<file path="config.mk">
export PLATFORM = sky130hd
export DESIGN_NAME = fibonacci_search_minimizer_unit
export DESIGN_NICKNAME = d
export VERILOG_FILES = /design/src/sv/fsmin_pkg.sv /design/src/sv/fibonacci_search_minimizer_unit.sv /design/src/sv/fsmin_ctrl.sv /design/src/sv/fsmin_dp.sv
export SDC_FILE = /design/constraint.sdc
export NUM_CORES = 1
export LEC_CHECK = 0
export BUFFER_PORTS_ARGS = -buffer_cell sky130_fd_sc_hd__clkbuf_2
export CAP_MARGIN = 15
export CORE_ASPECT_RATIO = 0.6
export CORE_UTILIZATION = 35
export DETAILED_ROUTE_END_ITERATION = 10
export SLEW_MARGIN = 20
export SYNTH_ARGS = -nofsm -noshare
export SYNTH_HDL_FRONTEND = slang
export SYNTH_SLANG_ARGS = --single-unit
</file>
<file path="constraint.sdc">
create_clock -name clk -period 16.15 [get_ports clk]
set_input_delay 1.615 -clock clk [delete_from_list [all_inputs] [get_ports clk]]
set_output_delay 1.615 -clock clk [all_outputs]
set_load 0.05 [all_outputs]
</file>
<file path="src/sv/fsmin_pkg.sv">
// Fibonacci search minimizer: shared types, constants and codes.
// Used by fsmin_ctrl, fsmin_dp and fibonacci_search_minimizer_unit.
`default_nettype none
package fsmin_pkg;

  localparam int MAX_POINTS_DEF = 64;
  localparam int COST_WIDTH_DEF = 32;
  localparam int LOOP_LIMIT     = 64;
  localparam int LOOP_CNT_W     = $clog2(LOOP_LIMIT);
  localparam int IDX_W          = 16;
  localparam int PC_W           = 7;
  localparam int OUT_IDX_W      = 6;
  localparam int IO_COST_W      = 32;
  localparam int CFG_AW         = 3;
  localparam int CFG_DW         = 32;
  localparam int IN_TDATA_W     = 32;
  localparam int OUT_TDATA_W    = 48;

  localparam logic [PC_W-1:0] POINT_COUNT_RST = 7'd16;

  localparam logic OP_RESTART = 1'b0;
  localparam logic OP_REPORT  = 1'b1;

  localparam logic REG_POINT_COUNT = 1'b0;

  typedef enum logic [2:0] {
    PH_WARMUP,
    PH_MAX,
    PH_LOOP,
    PH_LAST,
    PH_END
  } phase_t;

  typedef enum logic [2:0] {
    ST_BOOT,
    ST_FIB,
    ST_IDLE,
    ST_NARROW,
    ST_CLOSE,
    ST_EMIT
  } ctl_state_t;

  typedef struct packed {
    logic restart;
    logic fib_step;
    logic report;
    logic narrow_step;
    logic close;
    logic load_out;
  } fsmin_cmd_t;

  typedef struct packed {
    logic fib_more;
    logic phase_loop;
    logic narrow_probe;
    logic narrow_close;
    logic out_free;
  } fsmin_sts_t;

endpackage
`default_nettype wire

</file>
<file path="src/sv/fibonacci_search_minimizer_unit.sv">
// Fibonacci search minimizer top level: stream ports, APB register, ctrl + datapath.
// Depends on fsmin_pkg, fsmin_ctrl and fsmin_dp.
// Each request gives exactly one result. A restart request (tuser 0) runs
// the Fibonacci bracket build and then loads its result. A cost report outside
// the search loop loads its result directly; in the search loop it first runs
// bracket-narrowing passes, then a closing step unless a pass needs a new probe;
// the narrowing pass of the datapath runs once a cycle. Requests are taken one
// at a time; a new request is accepted while the previous result waits in the
// output register. After reset the block rebuilds the bracket for 16 points,
// with in_tready low.
`default_nettype none
module fibonacci_search_minimizer_unit
  import fsmin_pkg::*;
#(
  parameter int MAX_POINTS = MAX_POINTS_DEF,
  parameter int COST_WIDTH = COST_WIDTH_DEF
) (
  input  wire logic                   clk,
  input  wire logic                   rst_n,
  input  wire logic                   in_tvalid,
  output logic                        in_tready,
  input  wire logic [IN_TDATA_W-1:0]  in_tdata,   // [31:0] cost
  input  wire logic                   in_tuser,   // [0] opcode
  output logic                        out_tvalid,
  input  wire logic                   out_tready,
  output logic [OUT_TDATA_W-1:0]      out_tdata,  // [5:0] next_index, [11:6] best_index,
                                                  // [43:12] best_cost, [47:44] zero
  output logic                        out_tuser,  // [0] search_done
  input  wire logic                   psel,
  input  wire logic                   penable,
  input  wire logic                   pwrite,
  input  wire logic [CFG_AW-1:0]      paddr,
  input  wire logic [CFG_DW-1:0]      pwdata,
  output logic [CFG_DW-1:0]           prdata,
  output logic                        pready
);

  logic [PC_W-1:0] point_count_r;
  fsmin_cmd_t      cmd;
  fsmin_sts_t      sts;
  logic [OUT_IDX_W-1:0] nxt_idx, best_idx;
  logic [IO_COST_W-1:0] best_cost;

  assign pready = 1'b1;

  always_ff @(posedge clk) begin
    if (!rst_n) begin
      point_count_r <= POINT_COUNT_RST;
    end else if (psel && penable && pwrite && (paddr[2] == REG_POINT_COUNT)) begin
      point_count_r <= pwdata[PC_W-1:0];
    end
  end

  assign prdata = (paddr[2] == REG_POINT_COUNT) ? CFG_DW'(point_count_r) : '0;

  fsmin_ctrl u_ctrl (
    .clk       (clk),
    .rst_n     (rst_n),
    .in_valid  (in_tvalid),
    .in_opcode (in_tuser),
    .in_ready  (in_tready),
    .sts       (sts),
    .cmd       (cmd)
  );

  fsmin_dp #(
    .MAX_POINTS (MAX_POINTS),
    .COST_WIDTH (COST_WIDTH)
  ) u_dp (
    .clk             (clk),
    .rst_n           (rst_n),
    .cmd             (cmd),
    .sts             (sts),
    .point_count     (point_count_r),
    .in_cost         (in_tdata),
    .out_valid       (out_tvalid),
    .out_ready       (out_tready),
    .out_next_index  (nxt_idx),
    .out_search_done (out_tuser),
    .out_best_index  (best_idx),
    .out_best_cost   (best_cost)
  );

  assign out_tdata = {4'b0, best_cost, best_idx, nxt_idx};

endmodule
`default_nettype wire

</file>
<file path="src/sv/fsmin_ctrl.sv">
// Fibonacci search minimizer: controller state machine and pass counter.
// Depends on fsmin_pkg; drives the command struct of fsmin_dp.
`default_nettype none
module fsmin_ctrl
  import fsmin_pkg::*;
(
  input  wire logic       clk,
  input  wire logic       rst_n,
  input  wire logic       in_valid,
  input  wire logic       in_opcode,
  output logic            in_ready,
  input  wire fsmin_sts_t sts,
  output fsmin_cmd_t      cmd
);

  ctl_state_t state_r, state_nxt;
  logic boot_r;
  logic [LOOP_CNT_W-1:0] cnt_r;
  logic cnt_last;

  assign cnt_last = (cnt_r == LOOP_CNT_W'(LOOP_LIMIT - 1));

  always_comb begin
    state_nxt = state_r;
    case (state_r)
      ST_BOOT: state_nxt = ST_FIB;
      ST_FIB: begin
        if (!sts.fib_more) state_nxt = boot_r ? ST_IDLE : ST_EMIT;
      end
      ST_IDLE: begin
        if (in_valid) begin
          if (in_opcode == OP_RESTART) state_nxt = ST_FIB;
          else if (sts.phase_loop) state_nxt = ST_NARROW;
          else state_nxt = ST_EMIT;
        end
      end
      ST_NARROW: begin
        if (sts.narrow_probe) state_nxt = ST_EMIT;
        else if (sts.narrow_close || cnt_last) state_nxt = ST_CLOSE;
      end
      ST_CLOSE: state_nxt = ST_EMIT;
      ST_EMIT: begin
        if (sts.out_free) state_nxt = ST_IDLE;
      end
      default: state_nxt = ST_BOOT;
    endcase
  end

  always_comb begin
    cmd      = '0;
    in_ready = 1'b0;
    case (state_r)
      ST_BOOT:   cmd.restart = 1'b1;
      ST_FIB:    cmd.fib_step = 1'b1;
      ST_IDLE: begin
        in_ready    = 1'b1;
        cmd.restart = in_valid && (in_opcode == OP_RESTART);
        cmd.report  = in_valid && (in_opcode == OP_REPORT);
      end
      ST_NARROW: cmd.narrow_step = 1'b1;
      ST_CLOSE:  cmd.close = 1'b1;
      ST_EMIT:   cmd.load_out = sts.out_free;
      default:   cmd = '0;
    endcase
  end

  always_ff @(posedge clk) begin
    if (!rst_n) begin
      state_r <= ST_BOOT;
      boot_r  <= 1'b1;
      cnt_r   <= '0;
    end else begin
      state_r <= state_nxt;
      if (state_r == ST_FIB && !sts.fib_more) boot_r <= 1'b0;
      if (state_r == ST_NARROW) cnt_r <= cnt_r + LOOP_CNT_W'(1);
      else cnt_r <= '0;
    end
  end

endmodule
`default_nettype wire

</file>
<file path="src/sv/fsmin_dp.sv">
// Fibonacci search minimizer: bracket, probe slots, kept point and result register.
// Depends on fsmin_pkg; commanded by fsmin_ctrl.
`default_nettype none
module fsmin_dp
  import fsmin_pkg::*;
#(
  parameter int MAX_POINTS = MAX_POINTS_DEF,
  parameter int COST_WIDTH = COST_WIDTH_DEF
) (
  input  wire logic                  clk,
  input  wire logic                  rst_n,
  input  wire fsmin_cmd_t            cmd,
  output fsmin_sts_t                 sts,
  input  wire logic [PC_W-1:0]       point_count,
  input  wire logic [IO_COST_W-1:0]  in_cost,
  output logic                       out_valid,
  input  wire logic                  out_ready,
  output logic [OUT_IDX_W-1:0]       out_next_index,
  output logic                       out_search_done,
  output logic [OUT_IDX_W-1:0]       out_best_index,
  output logic [IO_COST_W-1:0]       out_best_cost
);

  localparam int SPW = $clog2(MAX_POINTS + 1);
  localparam logic [IDX_W-1:0] ONE = IDX_W'(1);

  logic [SPW-1:0]        space_r;
  phase_t                phase_r;
  logic [IDX_W-1:0]      fib_high_r, fib_low_r, lower_r, upper_r, probe_r;
  logic                  slot_r;
  logic [IDX_W-1:0]      slot_idx_r [2];
  logic                  slot_vld_r [2];
  logic [COST_WIDTH-1:0] slot_cost_r [2];
  logic [IDX_W-1:0]      kept_idx_r;
  logic                  kept_vld_r;
  logic [COST_WIDTH-1:0] kept_cost_r, top_cost_r;
  logic                  out_valid_r;
  logic [OUT_IDX_W-1:0]  out_next_r, out_best_idx_r;
  logic                  out_done_r;
  logic [IO_COST_W-1:0]  out_best_cost_r;

  logic [SPW-1:0]        space_sat;
  logic [IDX_W-1:0]      last_pt, upper_min;
  logic [COST_WIDTH-1:0] cost_in;
  logic [IDX_W-1:0]      n_i0, n_raw1, n_i1, chk0, chk1;
  logic                  hit0, hit1, kh0, kh1, need0, need1, reuse0, reuse1;
  logic [COST_WIDTH-1:0] c0e, c1e, s0, s1;
  logic                  lt, lt_last, n_act, n_cmp;
  logic [IDX_W-1:0]      nl_v, nu_v, nu_min;
  logic                  end_sel;
  logic [IDX_W-1:0]      bi;
  logic [COST_WIDTH-1:0] bc;

  always_comb begin
    if (point_count < PC_W'(2)) space_sat = SPW'(2);
    else if (32'(point_count) > MAX_POINTS) space_sat = SPW'(MAX_POINTS);
    else space_sat = SPW'(point_count);
  end

  assign last_pt   = IDX_W'(space_r) - ONE;
  assign upper_min = (upper_r <= last_pt) ? upper_r : last_pt;
  assign cost_in   = COST_WIDTH'(in_cost);

  assign n_i0   = fib_low_r + lower_r - ONE;
  assign n_raw1 = fib_high_r + lower_r - ONE;
  assign n_i1   = (n_raw1 <= last_pt) ? n_raw1 : last_pt;
  assign n_act  = n_i0 < n_i1;

  assign chk0 = cmd.close ? lower_r : n_i0;
  assign chk1 = cmd.close ? upper_min : n_i1;

  assign hit0   = slot_vld_r[0] && (slot_idx_r[0] == chk0);
  assign hit1   = slot_vld_r[1] && (slot_idx_r[1] == chk1);
  assign kh0    = kept_vld_r && (kept_idx_r == chk0);
  assign kh1    = kept_vld_r && (kept_idx_r == chk1);
  assign need0  = !hit0 && !kh0;
  assign need1  = !hit1 && !kh1;
  assign reuse0 = !hit0 && kh0;
  assign reuse1 = !hit1 && kh1;
  assign c0e    = reuse0 ? kept_cost_r : slot_cost_r[0];
  assign c1e    = reuse1 ? kept_cost_r : slot_cost_r[1];
  assign lt     = c0e < c1e;

  // narrowing pass compares both slots only when neither needs a probe
  assign n_cmp  = n_act && !need0 && !need1;
  assign nl_v   = (n_cmp && !lt) ? n_i0 + ONE : lower_r;
  assign nu_v   = (n_cmp && lt) ? n_i1 - ONE : upper_r;
  assign nu_min = (nu_v <= last_pt) ? nu_v : last_pt;

  assign s0      = (slot_r == 1'b0) ? cost_in : slot_cost_r[0];
  assign s1      = (slot_r == 1'b1) ? cost_in : slot_cost_r[1];
  assign lt_last = s0 < s1;

  assign end_sel = kept_vld_r && !(top_cost_r < kept_cost_r);
  assign bi      = end_sel ? kept_idx_r : last_pt;
  assign bc      = end_sel ? kept_cost_r : top_cost_r;

  always_comb begin
    sts              = '0;
    sts.fib_more     = upper_r < IDX_W'(space_r);
    sts.phase_loop   = (phase_r == PH_LOOP);
    sts.narrow_probe = n_act && (need0 || need1);
    sts.narrow_close = !sts.narrow_probe &&
                       ({1'b0, nl_v} + (IDX_W+1)'(1) >= {1'b0, nu_min});
    sts.out_free     = !out_valid_r || out_ready;
  end

  always_ff @(posedge clk) begin
    if (cmd.restart) begin
      space_r       <= space_sat;
      fib_high_r    <= ONE;
      fib_low_r     <= '0;
      lower_r       <= '0;
      upper_r       <= ONE;
      phase_r       <= PH_WARMUP;
      probe_r       <= IDX_W'(space_sat) - ONE;
      slot_r        <= 1'b0;
      slot_vld_r[0] <= 1'b0;
      slot_vld_r[1] <= 1'b0;
      kept_vld_r    <= 1'b0;
      kept_cost_r   <= '0;
      top_cost_r    <= '0;
    end else if (cmd.fib_step) begin
      if (sts.fib_more) begin
        fib_low_r  <= fib_high_r;
        fib_high_r <= upper_r;
        upper_r    <= fib_high_r + upper_r;
      end else begin
        upper_r <= upper_r - ONE;
      end
    end else if (cmd.report) begin
      case (phase_r)
        PH_WARMUP: begin
          top_cost_r <= '0;
          phase_r    <= PH_MAX;
        end
        PH_MAX: begin
          top_cost_r <= cost_in;
          probe_r    <= n_i0;
          slot_r     <= 1'b0;
          phase_r    <= PH_LOOP;
        end
        PH_LOOP: begin
          slot_cost_r[slot_r] <= cost_in;
          slot_idx_r[slot_r]  <= probe_r;
          slot_vld_r[slot_r]  <= 1'b1;
        end
        PH_LAST: begin
          slot_cost_r[slot_r] <= cost_in;
          slot_idx_r[slot_r]  <= probe_r;
          slot_vld_r[slot_r]  <= 1'b1;
          kept_vld_r          <= 1'b1;
          kept_idx_r          <= lt_last ? lower_r : upper_min;
          kept_cost_r         <= lt_last ? s0 : s1;
          phase_r             <= PH_END;
        end
        default: phase_r <= phase_r;
      endcase
    end else if (cmd.narrow_step) begin
      if (n_act) begin
        if (need0) begin
          probe_r <= n_i0;
          slot_r  <= 1'b0;
        end else begin
          if (reuse0) slot_cost_r[0] <= kept_cost_r;
          if (need1) begin
            probe_r <= n_i1;
            slot_r  <= 1'b1;
          end else begin
            if (reuse1) slot_cost_r[1] <= kept_cost_r;
            kept_vld_r  <= 1'b1;
            kept_idx_r  <= lt ? n_i0 : n_i1;
            kept_cost_r <= lt ? c0e : c1e;
            lower_r     <= nl_v;
            upper_r     <= nu_v;
          end
        end
      end
      if (!sts.narrow_probe) begin
        fib_high_r <= fib_low_r;
        fib_low_r  <= fib_high_r - fib_low_r;
      end
    end else if (cmd.close) begin
      if (reuse0) slot_cost_r[0] <= kept_cost_r;
      if (reuse1) slot_cost_r[1] <= kept_cost_r;
      if (need0) begin
        phase_r <= PH_LAST;
        probe_r <= chk0;
        slot_r  <= 1'b0;
      end else if (need1) begin
        phase_r <= PH_LAST;
        probe_r <= chk1;
        slot_r  <= 1'b1;
      end else begin
        phase_r <= PH_END;
      end
    end
  end

  always_ff @(posedge clk) begin
    if (cmd.load_out) begin
      if (phase_r == PH_END) begin
        out_next_r      <= OUT_IDX_W'(bi);
        out_done_r      <= 1'b1;
        out_best_idx_r  <= OUT_IDX_W'(bi);
        out_best_cost_r <= IO_COST_W'(bc);
      end else begin
        out_next_r      <= OUT_IDX_W'(probe_r);
        out_done_r      <= 1'b0;
        out_best_idx_r  <= '0;
        out_best_cost_r <= '0;
      end
    end
  end

  always_ff @(posedge clk) begin
    if (!rst_n) begin
      out_valid_r <= 1'b0;
    end else if (cmd.load_out) begin
      out_valid_r <= 1'b1;
    end else if (out_ready) begin
      out_valid_r <= 1'b0;
    end
  end

  assign out_valid       = out_valid_r;
  assign out_next_index  = out_next_r;
  assign out_search_done = out_done_r;
  assign out_best_index  = out_best_idx_r;
  assign out_best_cost   = out_best_cost_r;

endmodule
`default_nettype wire
</file>
==> impl_metrics.yaml <==
detailed_routing:
  first_iter_violations: 3838
  remaining_drc_errors: 0
  via_per_inst: 5.96
  drt-wirelength-per-cell_um: 25.7
  vias: 27900
  drt_wl_total_um: 120000
  ant_nets: 0
  firstDrtPassIters: 6
sta:
  worstMarginPinSlew_ns: 1.24
  tns_ns: 0
  slew_viol_final: 0
  relSlewSlack: 0.174
  hold_violations: 0
  rsz0062_at_grt: "false"
  setup_violations: 0
  period_minus_slack_ns: 15.46
  timing.final.crit_share: 0.958
  fmax_ghz: 0.0647
  fin_worst_skew_ns: 0.0241
die:
  die_area_um2: 84800
  initial_core_util: 0.356
  fp.dieH_um: 226
  die_w_um: 375
  ios: 159
  rows: 81
  coreArea_um2: 82100
place:
  gp_congestion: 1.06
  portBuffers: 101
  dp_hpwl_um: 90700
grt:
  grt_pass1_wl_um: 174000
  grt_max_degree: 65
  overflow: 0
  grtUsageTotal: 0.277
  antenna_found_initial: 3
  grt_pass1_vias: 24900
synth:
  synth_top_area_cell: "edfxtp_1"
  yosys_warnings: 0
  syn-instance-count: 3472
  async_flop_share: 0
  syn_area_um2: 29300
  ys_top_cells_by_area: "edfxtp_1, ha_1, dfxtp_1, mux2i_1, a21oi_1"
  synthFlopType: "edfxtp_1"
  synthDistinctLibCells: 98
  synth_edf_count: 180
  synth-seq-area-share: 0.289
  yosysTopAreaCellShare: 0.185
  synth-seq-cells: 333
  synth_area_per_cell_um2: 8.43
worst_hold_path:
  worstHoldPathCells: 0
  hold_path_class: "reg2reg"
clock_tree:
  clock_latency_ns: 0.59
  clock_path_buffers: 3
  cts_made_buffers: 36
  htreeDepth: 2
  clkTransAtPathRegs_ns: 0.07
  cts_sinks: 333
  cts_hold_buf: 0
  cts_tree: "built"
  cts_root_buf: "clkbuf_16"
worst_setup_path:
  path_class: "reg2reg"
  r2r_slack_ns: 0.69
  worst_setup_path_end_kind: "flop"
  crit_path_max_fanout: 14
  crit_path_start_kind: "flop"
  crit_path_max_incr_delay_ns: 0.63
  cp.required_ns: 16.61
  reg2reg_depth: 71
  worstPathArrival_ns: 15.93
  path_common_cell: "buf_4"
  cpMaxStageDelayCell: "xor2_1"
finish:
  fill_cells: 8364
  drive_above_1_share: 0.131
  nNetsFinal: 3925
  area_growth_pct: 12.1
  final_core_util: 0.399
status:
  outcome: "completed"
job:
  maxCapViolCount: 0
==> path summary, 6_finish.rpt <==
| path | start | to |
|---|---|---|
| min | u_dp.probe_r[12] | u_dp.slot_idx_r[0][12] |
| max reg2reg | u_dp.lower_r[5] | u_ctrl.state_r[1] |
| min reg2reg | u_dp.probe_r[12] | u_dp.slot_idx_r[0][12] |
| max | u_dp.lower_r[5] | u_ctrl.state_r[1] |
==> sequential cells by signal (all words and copies together) (netlist names), 2 cells and up <==
signal	cells
u_dp.kept_idx_r	16
u_dp.upper_r	16
u_dp.fib_low_r	16
u_ctrl.cnt_r	6
u_dp.lower_r	16
u_dp.top_cost_r	32
u_dp.kept_cost_r	32
u_dp.phase_r	3
u_dp.out_next_index	6
u_dp.slot_vld_r	2
u_dp.space_r	7
u_dp.slot_cost_r	64
u_dp.slot_idx_r	32
u_ctrl.state_r	3
u_dp.out_best_cost	32
u_dp.fib_high_r	16
u_dp.out_best_index	6
u_dp.probe_r	16
point_count_r	7
==> placed cells by master, fill, tap and decap left out, drive strengths merged, types with 46 or more instances in the layout <==
| cell type | netlist | layout |
|---|---|---|
| a211oi | 77 | 77 |
| a31oi | 48 | 48 |
| clkbuf | 161 | 141 |
| ha | 274 | 274 |
| edfxtp | 180 | 180 |
| xor2 | 51 | 51 |
| nor3 | 53 | 53 |
| nor2b | 46 | 46 |
| nand2 | 281 | 281 |
| buf | 65 | 159 |
| xnor2 | 120 | 120 |
| inv | 251 | 255 |
| mux2 | 93 | 93 |
| mux2i | 214 | 214 |
| a21oi | 242 | 242 |
| nand3 | 104 | 104 |
| a21o | 76 | 76 |
| o21ai | 200 | 200 |
| dfxtp | 153 | 153 |
| nor2 | 293 | 293 |
| nand4 | 58 | 58 |
==> cell type report <==
type                    instances  area [um2]  share of cell area
inverters                     251         945              0.0288
clock buffers                  40         926              0.0282
repair buffers                260        1710              0.0522
clock inverters                26         277             0.00843
flip-flops and latches        333        8470               0.258
multi-input cells            2690       19100               0.583
well taps                    1079        1350              0.0412
diodes                          2        5.00            0.000153
==> synth_stat cells (9+ instances only) <==
master       n
nor2_1     292
nand2_1    281
ha_1       274
inv_1      249
a21oi_1    240
mux2i_1    213
o21ai_0    198
edfxtp_1   180
clkbuf_1   161
dfxtp_1    153
xnor2_1    120
nand3_1    104
mux2_2      88
a211oi_1    76
a21o_1      76
nand4_1     57
nor3_1      52
xor2_1      51
a31oi_1     47
nor2b_1     46
o211ai_1    44
nand2b_1    33
buf_4       32
and3_1      27
nor4_1      23
buf_2       22
o31ai_1     19
nor3b_1     17
o22ai_1     17
a21boi_0    16
a2111oi_0   15
o21a_1      15
a221oi_1    12
and2_1      12
or4_1       12
a22oi_1     11
buf_1       11
or2_2       11
or3_1       11
a211o_1     10
a311oi_1     9
==> cells by family after synthesis <==
kind of cell / Yosys count / synth area share
adders and majority gates: 278 / 0.120
buffers and inverters: 477 / 0.0662
other: 2 / 0.000257
muxes: 307 / 0.109
AOI/OAI and AO/OA: 889 / 0.197
DFF: 333 / 0.289
xor gates and xnor gates: 171 / 0.0512
and+or+nand+nor: 1015 / 0.167
==> routing by layer <==
metal,share of wire,up-vias,wire length [um],track usage
met5,0.00086,-,103,0.00858
met4,0.014,2,1730,0.0420
met3,0.17,119,20300,0.136
met2,0.33,1683,39600,0.316
met1,0.49,13300,58500,0.440
li1,-,12800,-,-
==> per-stage QoR <==
step	worst slack (ns)	cell area (um2)	hold slack, ns	std cells
after floorplan	2.98	29400	0.421	3500
after global placement	1.18	31600	0.428	4612
after detailed placement	0.987	31600	0.440	4612
after CTS	0.863	32800	0.457	4678
after global routing	0.0397	32800	0.469	4680
final	0.685	32800	0.456	4681
==> critical path, delay by kind of cell, from the launching register on <==
family          cells  cell delay (ns)
xor+xnor            1             0.63
flops               1             0.50
mux                 2             0.50
simple gates       17             2.24
fa+ha+maj           6             1.78
buf+inv            12             2.30
compound gates     33             7.34
==> timing repair <==
action                                  in CTS  in global routing
setup buffers                                0                  1
endpoints found under the setup margin       0                  3
gates resized for setup                      0                  2
Power is not shown: default switching activity piles up to over one toggle a cycle in this logic, so the estimate is an artifact.
